`config.mk`:
```
export PLATFORM = sky130hd
export DESIGN_NAME = utf8_validating_char_counter_core
export DESIGN_NICKNAME = d
export VERILOG_FILES = /design/src/hdl/utf8vc_pkg.sv /design/src/hdl/utf8vc_lead_decode.sv /design/src/hdl/utf8_validating_char_counter_core.sv
export SDC_FILE = /design/constraint.sdc
export NUM_CORES = 1
export LEC_CHECK = 0
export BUFFER_PORTS_ARGS = -buffer_cell sky130_fd_sc_hd__buf_4
export CAP_MARGIN = 20
export CELL_PAD_IN_SITES_DETAIL_PLACEMENT = 0
export CELL_PAD_IN_SITES_GLOBAL_PLACEMENT = 2
export CORE_MARGIN = 2
export CORE_UTILIZATION = 38
export CTS_CLUSTER_DIAMETER = 100
export DETAILED_ROUTE_END_ITERATION = 8
export PLACE_DENSITY = 0.86
export RECOVER_POWER = 25
export SYNTH_ARGS = -nofsm -noshare
export SYNTH_HDL_FRONTEND = slang
export SYNTH_SLANG_ARGS = --single-unit
```
`constraint.sdc`:
```
create_clock -name clk -period 3.3 [get_ports clk]
set_input_delay 0.495 -clock clk [delete_from_list [all_inputs] [get_ports clk]]
set_output_delay 0.495 -clock clk [all_outputs]
set_load 0.005 [all_outputs]
```
`src/hdl/utf8vc_pkg.sv`:
```
`timescale 1ns / 1ps

package utf8vc_pkg;

    // Default saturation limit for every counter and offset.
    localparam longint unsigned MAX_BYTES_DEFAULT = 64'd65535;

    // Width of the counters and offsets carried on the result word.
    localparam int unsigned COUNT_W = 16;

    // Configuration register indexes.
    localparam logic [1:0] CFG_PARTIAL_ON_ERROR   = 2'd0;
    localparam logic [1:0] CFG_STOP_AT_NUL        = 2'd1;
    localparam logic [1:0] CFG_EXTENDED_SEQUENCES = 2'd2;

    // Byte prefix masks and patterns.
    localparam logic [7:0] MASK_80 = 8'h80;
    localparam logic [7:0] MASK_C0 = 8'hc0;
    localparam logic [7:0] MASK_E0 = 8'he0;
    localparam logic [7:0] MASK_F0 = 8'hf0;
    localparam logic [7:0] MASK_F8 = 8'hf8;
    localparam logic [7:0] MASK_FC = 8'hfc;
    localparam logic [7:0] MASK_FE = 8'hfe;

    // Classification of one byte, handed from the decoder to the scanner.
    typedef struct packed {
        logic       is_nul;
        logic       is_ascii;
        logic       is_cont;
        logic [2:0] need;
    } lead_info_t;

endpackage

```
`src/hdl/utf8vc_lead_decode.sv`:
```
`timescale 1ns / 1ps

module utf8vc_lead_decode
(
    input  logic [7:0]              data_byte,
    input  logic                    extended_sequences,
    output utf8vc_pkg::lead_info_t  info
);
    import utf8vc_pkg::*;

    // The number of continuation bytes a lead asks for; zero marks a byte
    // that cannot start a multi-byte sequence in the current mode.
    always_comb
    begin
        info.is_nul   = (data_byte == 8'h00);
        info.is_ascii = ((data_byte & MASK_80) == 8'h00);
        info.is_cont  = ((data_byte & MASK_C0) == MASK_80);
        if (extended_sequences && ((data_byte & MASK_FE) == MASK_FC))
        begin
            info.need = 3'd5;
        end
        else if (extended_sequences && ((data_byte & MASK_FC) == MASK_F8))
        begin
            info.need = 3'd4;
        end
        else if ((data_byte & MASK_F8) == MASK_F0)
        begin
            info.need = 3'd3;
        end
        else if ((data_byte & MASK_F0) == MASK_E0)
        begin
            info.need = 3'd2;
        end
        else if ((data_byte & MASK_E0) == MASK_C0)
        begin
            info.need = 3'd1;
        end
        else
        begin
            info.need = 3'd0;
        end
    end

endmodule

```
`src/hdl/utf8_validating_char_counter_core.sv`:
```
`timescale 1ns / 1ps
// A string's final byte is held in the input register, then its result word is registered.
// Throughput: one byte per cycle; the input stalls only while a finished
// result is held by a stalled output and the waiting byte is a final byte.
// Reset: rst_n is asynchronous and active low; it empties both registers and
// restores the modes to strict, stop at NUL, and no extended sequences.

module utf8_validating_char_counter_core
#(
    parameter longint unsigned MAX_BYTES = utf8vc_pkg::MAX_BYTES_DEFAULT
)
(
    input  logic                            clk,
    input  logic                            rst_n,
    // Byte input channel.
    input  logic                            in_valid,
    output logic                            in_stall,
    input  logic [7:0]                      data_byte,
    input  logic                            last_byte,
    // Result output channel.
    output logic                            out_valid,
    input  logic                            out_stall,
    output logic [utf8vc_pkg::COUNT_W-1:0]  char_count,
    output logic [utf8vc_pkg::COUNT_W-1:0]  byte_count,
    output logic                            valid_res,
    // Configuration write channel.
    input  logic                            cfg_valid,
    output logic                            cfg_ready,
    input  logic [1:0]                      cfg_index,
    input  logic                            cfg_data
);
    import utf8vc_pkg::*;

    // Every counter and offset saturates at the smaller of MAX_BYTES and the
    // largest value the 16-bit result fields can carry.
    localparam logic [COUNT_W-1:0] SAT_CAP =
        (MAX_BYTES < 64'd65535) ? COUNT_W'(MAX_BYTES) : {COUNT_W{1'b1}};

    // Scan phase of the current string.
    typedef enum logic [1:0] {
        PH_SCAN,
        PH_NUL,
        PH_ERR,
        PH_ERR_NUL
    } phase_t;

    // Configuration registers.
    logic partial_on_error_reg, partial_on_error_next;
    logic stop_at_nul_reg, stop_at_nul_next;
    logic extended_sequences_reg, extended_sequences_next;

    // Input register: one byte word waiting to be scanned.
    logic       a_valid_reg, a_valid_next;
    logic [7:0] a_data_reg, a_data_next;
    logic       a_last_reg, a_last_next;

    // Per-string scan state.
    logic [2:0]         pend_reg, pend_next;
    logic [COUNT_W-1:0] chars_reg, chars_next;
    logic [COUNT_W-1:0] bpos_reg, bpos_next;
    logic [COUNT_W-1:0] seq_start_reg, seq_start_next;
    phase_t             phase_reg, phase_next;
    logic [COUNT_W-1:0] err_len_reg, err_len_next;

    // Result register.
    logic               out_valid_reg, out_valid_next;
    logic [COUNT_W-1:0] char_count_reg, char_count_next;
    logic [COUNT_W-1:0] byte_count_reg, byte_count_next;
    logic               valid_res_reg, valid_res_next;

    lead_info_t info;
    logic       advance;
    logic       in_take;

    // Intermediate values of one scan step.
    logic [2:0]         s_pend;
    logic [COUNT_W-1:0] s_chars;
    logic [COUNT_W-1:0] s_bpos;
    logic [COUNT_W-1:0] s_seq;
    phase_t             s_phase;
    logic [COUNT_W-1:0] s_err;

    function automatic logic [COUNT_W-1:0] sat_inc(input logic [COUNT_W-1:0] v);
        return (v >= SAT_CAP) ? SAT_CAP : v + COUNT_W'(1);
    endfunction

    utf8vc_lead_decode u_lead_decode
    (
        .data_byte          (a_data_reg),
        .extended_sequences (extended_sequences_reg),
        .info               (info)
    );

    // The held byte moves on unless it finishes a string while the result
    // register still holds a word the consumer has not taken.
    assign advance  = a_valid_reg && !(a_last_reg && out_valid_reg && out_stall);
    assign in_stall = a_valid_reg && !advance;
    assign in_take  = in_valid && !in_stall;

    assign cfg_ready = 1'b1;

    // Configuration writes; an index past the register list is ignored.
    always_comb
    begin
        partial_on_error_next   = partial_on_error_reg;
        stop_at_nul_next        = stop_at_nul_reg;
        extended_sequences_next = extended_sequences_reg;
        if (cfg_valid && cfg_ready)
        begin
            unique case (cfg_index)
                CFG_PARTIAL_ON_ERROR:   partial_on_error_next   = cfg_data;
                CFG_STOP_AT_NUL:        stop_at_nul_next        = cfg_data;
                CFG_EXTENDED_SEQUENCES: extended_sequences_next = cfg_data;
                default:                ;
            endcase
        end
    end

    // Input register load.
    always_comb
    begin
        a_valid_next = a_valid_reg;
        a_data_next  = a_data_reg;
        a_last_next  = a_last_reg;
        if (advance)
        begin
            a_valid_next = 1'b0;
        end
        if (in_take)
        begin
            a_valid_next = 1'b1;
            a_data_next  = data_byte;
            a_last_next  = last_byte;
        end
    end

    // One scan step for the held byte, followed by result formation when the
    // byte closes the string.
    always_comb
    begin
        s_pend  = pend_reg;
        s_chars = chars_reg;
        s_seq   = seq_start_reg;
        s_phase = phase_reg;
        s_err   = err_len_reg;

        if (phase_reg == PH_SCAN)
        begin
            if (pend_reg == 3'd0)
            begin
                // Lead position.
                if (info.is_nul)
                begin
                    if (stop_at_nul_reg)
                    begin
                        s_phase = PH_NUL;
                        s_err   = bpos_reg;
                    end
                    else
                    begin
                        s_chars = sat_inc(chars_reg);
                    end
                end
                else if (info.is_ascii)
                begin
                    s_chars = sat_inc(chars_reg);
                end
                else
                begin
                    s_seq = bpos_reg;
                    if (info.need == 3'd0)
                    begin
                        s_phase = PH_ERR;
                    end
                    else
                    begin
                        s_pend = info.need;
                    end
                end
            end
            else if (info.is_cont)
            begin
                s_pend = pend_reg - 3'd1;
                if (s_pend == 3'd0)
                begin
                    s_chars = sat_inc(chars_reg);
                end
            end
            else
            begin
                // A continuation byte was expected and something else came.
                s_pend  = 3'd0;
                s_phase = PH_ERR;
            end
        end

        // After an error, the first NUL seen gives the strict-mode offset.
        if ((s_phase == PH_ERR) && info.is_nul)
        begin
            s_phase = PH_ERR_NUL;
            s_err   = bpos_reg;
        end

        s_bpos = sat_inc(bpos_reg);

        pend_next       = pend_reg;
        chars_next      = chars_reg;
        bpos_next       = bpos_reg;
        seq_start_next  = seq_start_reg;
        phase_next      = phase_reg;
        err_len_next    = err_len_reg;

        out_valid_next  = out_valid_reg && out_stall;
        char_count_next = char_count_reg;
        byte_count_next = byte_count_reg;
        valid_res_next  = valid_res_reg;

        if (advance)
        begin
            if (a_last_reg)
            begin
                // A string that ends inside a sequence is an error at its lead.
                if ((s_phase == PH_SCAN) && (s_pend != 3'd0))
                begin
                    s_phase = PH_ERR;
                end
                out_valid_next = 1'b1;
                unique case (s_phase)
                    PH_SCAN:
                    begin
                        char_count_next = s_chars;
                        byte_count_next = s_bpos;
                        valid_res_next  = 1'b1;
                    end
                    PH_NUL:
                    begin
                        char_count_next = s_chars;
                        byte_count_next = s_err;
                        valid_res_next  = 1'b1;
                    end
                    PH_ERR, PH_ERR_NUL:
                    begin
                        valid_res_next = 1'b0;
                        if (partial_on_error_reg)
                        begin
                            char_count_next = s_chars;
                            byte_count_next = s_seq;
                        end
                        else
                        begin
                            char_count_next = '0;
                            byte_count_next = (s_phase == PH_ERR_NUL) ? s_err : s_bpos;
                        end
                    end
                    default:
                    begin
                        valid_res_next = 1'b0;
                    end
                endcase
                // The next byte starts a fresh string.
                pend_next      = 3'd0;
                chars_next     = '0;
                bpos_next      = '0;
                seq_start_next = '0;
                phase_next     = PH_SCAN;
                err_len_next   = '0;
            end
            else
            begin
                pend_next      = s_pend;
                chars_next     = s_chars;
                bpos_next      = s_bpos;
                seq_start_next = s_seq;
                phase_next     = s_phase;
                err_len_next   = s_err;
            end
        end
    end

    always_ff @(posedge clk or negedge rst_n)
    begin
        if (!rst_n)
        begin
            partial_on_error_reg   <= 1'b0;
            stop_at_nul_reg        <= 1'b1;
            extended_sequences_reg <= 1'b0;
            a_valid_reg            <= 1'b0;
            a_data_reg             <= '0;
            a_last_reg             <= 1'b0;
            pend_reg               <= 3'd0;
            chars_reg              <= '0;
            bpos_reg               <= '0;
            seq_start_reg          <= '0;
            phase_reg              <= PH_SCAN;
            err_len_reg            <= '0;
            out_valid_reg          <= 1'b0;
            char_count_reg         <= '0;
            byte_count_reg         <= '0;
            valid_res_reg          <= 1'b0;
        end
        else
        begin
            partial_on_error_reg   <= partial_on_error_next;
            stop_at_nul_reg        <= stop_at_nul_next;
            extended_sequences_reg <= extended_sequences_next;
            a_valid_reg            <= a_valid_next;
            a_data_reg             <= a_data_next;
            a_last_reg             <= a_last_next;
            pend_reg               <= pend_next;
            chars_reg              <= chars_next;
            bpos_reg               <= bpos_next;
            seq_start_reg          <= seq_start_next;
            phase_reg              <= phase_next;
            err_len_reg            <= err_len_next;
            out_valid_reg          <= out_valid_next;
            char_count_reg         <= char_count_next;
            byte_count_reg         <= byte_count_next;
            valid_res_reg          <= valid_res_next;
        end
    end

    assign out_valid  = out_valid_reg;
    assign char_count = char_count_reg;
    assign byte_count = byte_count_reg;
    assign valid_res  = valid_res_reg;

endmodule

```
**Yosys cells after proc, flatten, opt, wreduce, memory -nomap -nowiden**

Cells that the tools add are included.

- Add/sub/neg operators: 3
- Order comparisons: 2
- Equality and inequality tests: 12
- Muxes and demuxes: 56
- Reductions and logical operators: 30

Operator list:

| kind | count |
|---|---|
| $mux W16 | 25 |
| $pmux W16 S3 | 1 |
| $mux W3 | 11 |
| $add A16 B1 Y16 const B | 2 |
| $ge A16 B16 Y1 const B | 2 |
| $pmux W16 S2 | 1 |
| $mux W2 | 12 |
| $logic_not A8 Y1 | 2 |
| $eq A2 B2 Y1 const B | 5 |
| $logic_and A1 B1 Y1 | 10 |
| $logic_not A3 Y1 | 3 |
| $logic_not A2 Y1 | 4 |
| $reduce_and A2 Y1 | 4 |
| $eq A7 B7 Y1 const B | 1 |
| $eq A6 B6 Y1 const B | 1 |
| $eq A5 B5 Y1 const B | 1 |
| $mux W1 | 5 |
| $eq A2 B1 Y1 const B | 2 |
| $eq A4 B4 Y1 const B | 1 |
| $reduce_or A2 Y1 | 2 |
| $eq A3 B3 Y1 const B | 1 |
| $logic_not A1 Y1 | 3 |
| $reduce_bool A3 Y1 | 1 |
| $sub A3 B1 Y3 const B | 1 |
| 2 further kinds | 2 |

- Flip-flop bits (word level): 116
- Output and inout port bits: 36
- Word-level logic and storage cells: 119

**Logic depth before layout (Yosys ltp)**

- Word-level depth: 24
- Depth in mapped cells: 12

**Cells and area by module**

A second synthesis with hierarchy kept.

- Cells, all modules: 760
- Area, all modules: 6809.0 sq um

By module, submodules not included:

| module | times used | cells an instance | area each (sq um) | sequential area each (sq um) |
|---|---|---|---|---|
| utf8_validating_char_counter_core | 1 | 747 | 6735.2 | 2904.0 |
| utf8vc_lead_decode | 1 | 13 | 73.8 | 0.0 |

**Worst setup path before layout**

No wires, ideal clock.

- Path type: flip-flop to flip-flop
- From: register pend_reg[0]
- To: register byte_count_reg[10], in the netlist byte_count[10]
- Setup time: 0.141 ns
- Data arrival time: 2.341 ns
- Path slack: 0.818 ns
- Stages on the path, launching flop included: 12
- Path buffers: 2
- Clock period less this slack: 2.482 ns
- Path through: dfrtp_1 inv_1 ha_1 or4b_4 o32ai_1 or3_1 buf_6 buf_6 mux2i_1 nor2_1 o31ai_1 a31oi_1

- Longest elaborated chain between the ends: 15

RTL lines:

| element | line | text |
|---|---|---|
| from (decl) | utf8_validating_char_counter_core.sv:58 | `logic [2:0] pend_reg, pend_next;` |
| from (signal assigned) | utf8_validating_char_counter_core.sv:309 | `pend_reg <= pend_next;` |
| parallel branches: the longest is 14 deep, another holds $sub A3 B1 Y3 | n/a |  |
| $pmux W16 S3 (*) | utf8_validating_char_counter_core.sv:228 | `unique case (s_phase)` |
| to (signal assigned) | utf8_validating_char_counter_core.sv:317 | `byte_count_reg <= byte_count_next;` |
| to (decl) | utf8_validating_char_counter_core.sv:68 | `logic [COUNT_W-1:0] byte_count_reg, byte_count_next;` |

Every way passes the cells marked *. The select of a mux whose other input is x is not followed.
A chain may end at the register's enable or synchronous reset.

**Final worst setup path**

- From: register pend_reg[0]
- To: register byte_count_reg[14], in the netlist byte_count[14]

The elaborated chain is that of the path after synthesis.

==> out/qor.csv <==
metric,value,unit
end_kind,register,
hold_violations,0,
syn-instance-count,741,
crit_type,reg -> reg,
vias,6092,
dpl.hpwl,13900,um
syn_area,6680,um^2
syn2layout_area_growth,17.3,%
via_per_inst,5.96,
clockBufferDepth,2,
ys_warn_count,0,
antenna_found_initial,0,
portBuffers,51,
fp.dieH,137,um
cap_viol_max_count,0,
fin_crit_sh,93.0,%
worstPathArrival,3.41,ns
synth_nets,763,
timing.fmax,326,MHz
switchingPower,1.98,mW
synth.distinct_cells,77,
crit_chain,inv_1 > ha_1 > nor2b_2 > o31ai_1 > a311o_2 > nor4_4 > and3_1 > a221oi_1 > a21oi_1,
grt_pass1_wl,33100,um
drt_first_pass_iters,5,
synth_top_area_share,43.1,%
swShare,37.3,%
crit_path_max_incr_delay,0.51,ns
ant_nets,0,
ys_top_cells_by_area,"dfrtp_1 (43%), nand2_1 (5.5%), o21ai_0 (4.9%)",
leakage,3.40,nW
grt_max_degree,56,
routedWlPerCell,19.9,um
die-area,18700,um^2
holdBufCountCts,0,
die_x,137,um
cts_tree,done,
combPwrFrac,33.6,%
gp_congestion,0.849,
hold_class,in -> reg,
slew_viol_final,0,
diodes,0,
seq_power_share,34.3,%
whs,0.284,ns
irDropWorstVdd,0.369,mV
crit_buf_inv,1,
p_int,3.33,mW
core-area,17200,um^2
fin_setup_tns,0,ns
ys.flop_type,dfrtp_1,
clk_pin_slew,0.05,ns
synth-seq-cells,116,
skew,0.0119,ns
ios,53,
critPathRequiredTime,3.64,ns
start_util,38.7,%
syn_avg_cell_area,9.01,um^2
synth-edff-count,0,
cts_buffers,17,
start_kind,register,
synth.largest_area_cell,dfrtp_1,
async_flop_share,100,%
slowest_stage,and3_1,
synth_common_cells,"dfrtp_1 (115), nand2_1 (98), o21ai_0 (66)",
grt_overflow,0,
setup_violations,0,
track_usage,23.0,%
drt_iter0_drc,528,
slew_headroom,1.21,%
wl,20300,um
min_period,3.07,ns
final_cell_count_no_fill,1022,
drc_errors,0,
cts_root_buf,clkbuf_16,
final_layout_size_suffix_gt1_share,17.3,%
p_clk_share,32.1,%
rows,48,
total_power,5.31,mW
seq_area_frac_synth,43.5,%
cp_max_fo,8,
first_global_vias,6034,
rsz0062_at_grt,no,
nets,806,
path_delay_family,simple AND/OR/NAND/NOR gates,
cts_sinks,116,
cts.htree.levels,4,
synth_most_common_cell,dfrtp_1,
powerDensity,677,nW/um^2
cts_setup_buffers,0,
insertion_delay,0.42,ns
status,finished clean,
placedCellCount,990,
tightest_slew,1.48,ns
[kinds of logic (layout without fill, tap and decap cells)]
group	Yosys count	in the layout	share of synthesized area [%]
AO/OA/AOI/OAI	240	240	24.3
XOR/XNOR	8	8	1.05
adder cells (fa/ha/maj)	5	5	0.937
buffers and inverters	68	124	4.59
flip-flops	116	116	43.5
multiplexers	36	36	5.62
other	1	1	0.0561
AND/OR/NAND/NOR	267	267	20.0
[cell usage in the layout, fill, tap and decap left out, types with 3 or more instances in the layout]
master / count
o2111ai_1: 3
mux2_2: 12
clkinv_2: 4
a21boi_0: 4
nor3_1: 19
o21ai_0: 66
xnor2_1: 4
a211oi_1: 3
nor4_1: 11
mux2i_1: 24
nand3b_1: 4
xor2_1: 4
o221ai_1: 3
buf_4: 78
clkbuf_1: 10
nor2_1: 47
nand3_1: 34
inv_1: 10
nand4_1: 12
or3_1: 6
o21ai_1: 5
nand2_1: 98
dfrtp_1: 115
a22oi_1: 9
o22ai_1: 8
nand2b_1: 7
o211ai_1: 5
a31oi_1: 16
ha_1: 5
and3_1: 6
a21oi_1: 37
o31ai_1: 9
clkbuf_16: 17
and2_1: 3
a22o_1: 35
o22a_1: 10
[layout make-up]
class / count / area (um^2)
fill: 1653 / 9400
timing repair buffer: 81 / 598
tap: 225 / 282
multi-input combinational: 557 / 3480
clock inverter: 5 / 50.0
clock buffer: 27 / 483
inverter: 11 / 41.3
sequential: 116 / 2900
[worst register-to-register path: stages, from the launching register on]
cell	delay (ns)
dfrtp_1	0.39
inv_1	0.13
ha_1	0.30
nor2b_2	0.34
o31ai_1	0.13
a311o_2	0.40
nor4_4	0.46
and3_1	0.51
a221oi_1	0.16
a21oi_1	0.17
[stage by stage]
stage / setup WS, ns / utilization (%) / cell area [um^2]
6_report: 0.232 / 45.5 / 7840
5_1_grt: 0.0653 / 45.5 / 7840
4_1_cts: 0.00619 / 45.5 / 7840
3_5_place_dp: 0.0295 / 42.4 / 7300
3_3_place_gp: 0.274 / 42.4 / 7300
2_1_floorplan: 0.818 / - / 6680
[final timing paths]
kind	start	to	slack, ns	cells after the start
max	pend_reg[0]	byte_count[14]	0.23	9
min	in_valid	a_valid_reg	0.28	2
max reg2reg	pend_reg[0]	byte_count[14]	0.23	9
min reg2reg	seq_start_reg[13]	seq_start_reg[13]	0.47	2
max in group asynchronous	rst_n	chars_reg[5]	0.97	2
min in group asynchronous	rst_n	a_data_reg[5]	0.43	1
[power groups by stage]
stage	Combinational, mW	Sequential, mW	Clock (mW)
global placement	1.71	1.83	0
finish	1.78	1.82	1.70
floorplan	1.14	1.74	0
CTS	1.75	1.82	1.73
global route	1.93	1.85	1.81
detailed placement	1.74	1.84	0
[metal layers]
metal  GRT usage (%)  part of all wire [%]
met5               0                     0
met4            6.25                   1.3
met3            5.00                   5.7
met2            34.8                    45
met1            33.3                    48
[what timing repair did]
action,4_1_cts,5_1_grt
resized for setup,0,2
hold endpoints to repair,0,0
endpoints found under the setup margin,0,26
Power figures use the tool's default switching activity.
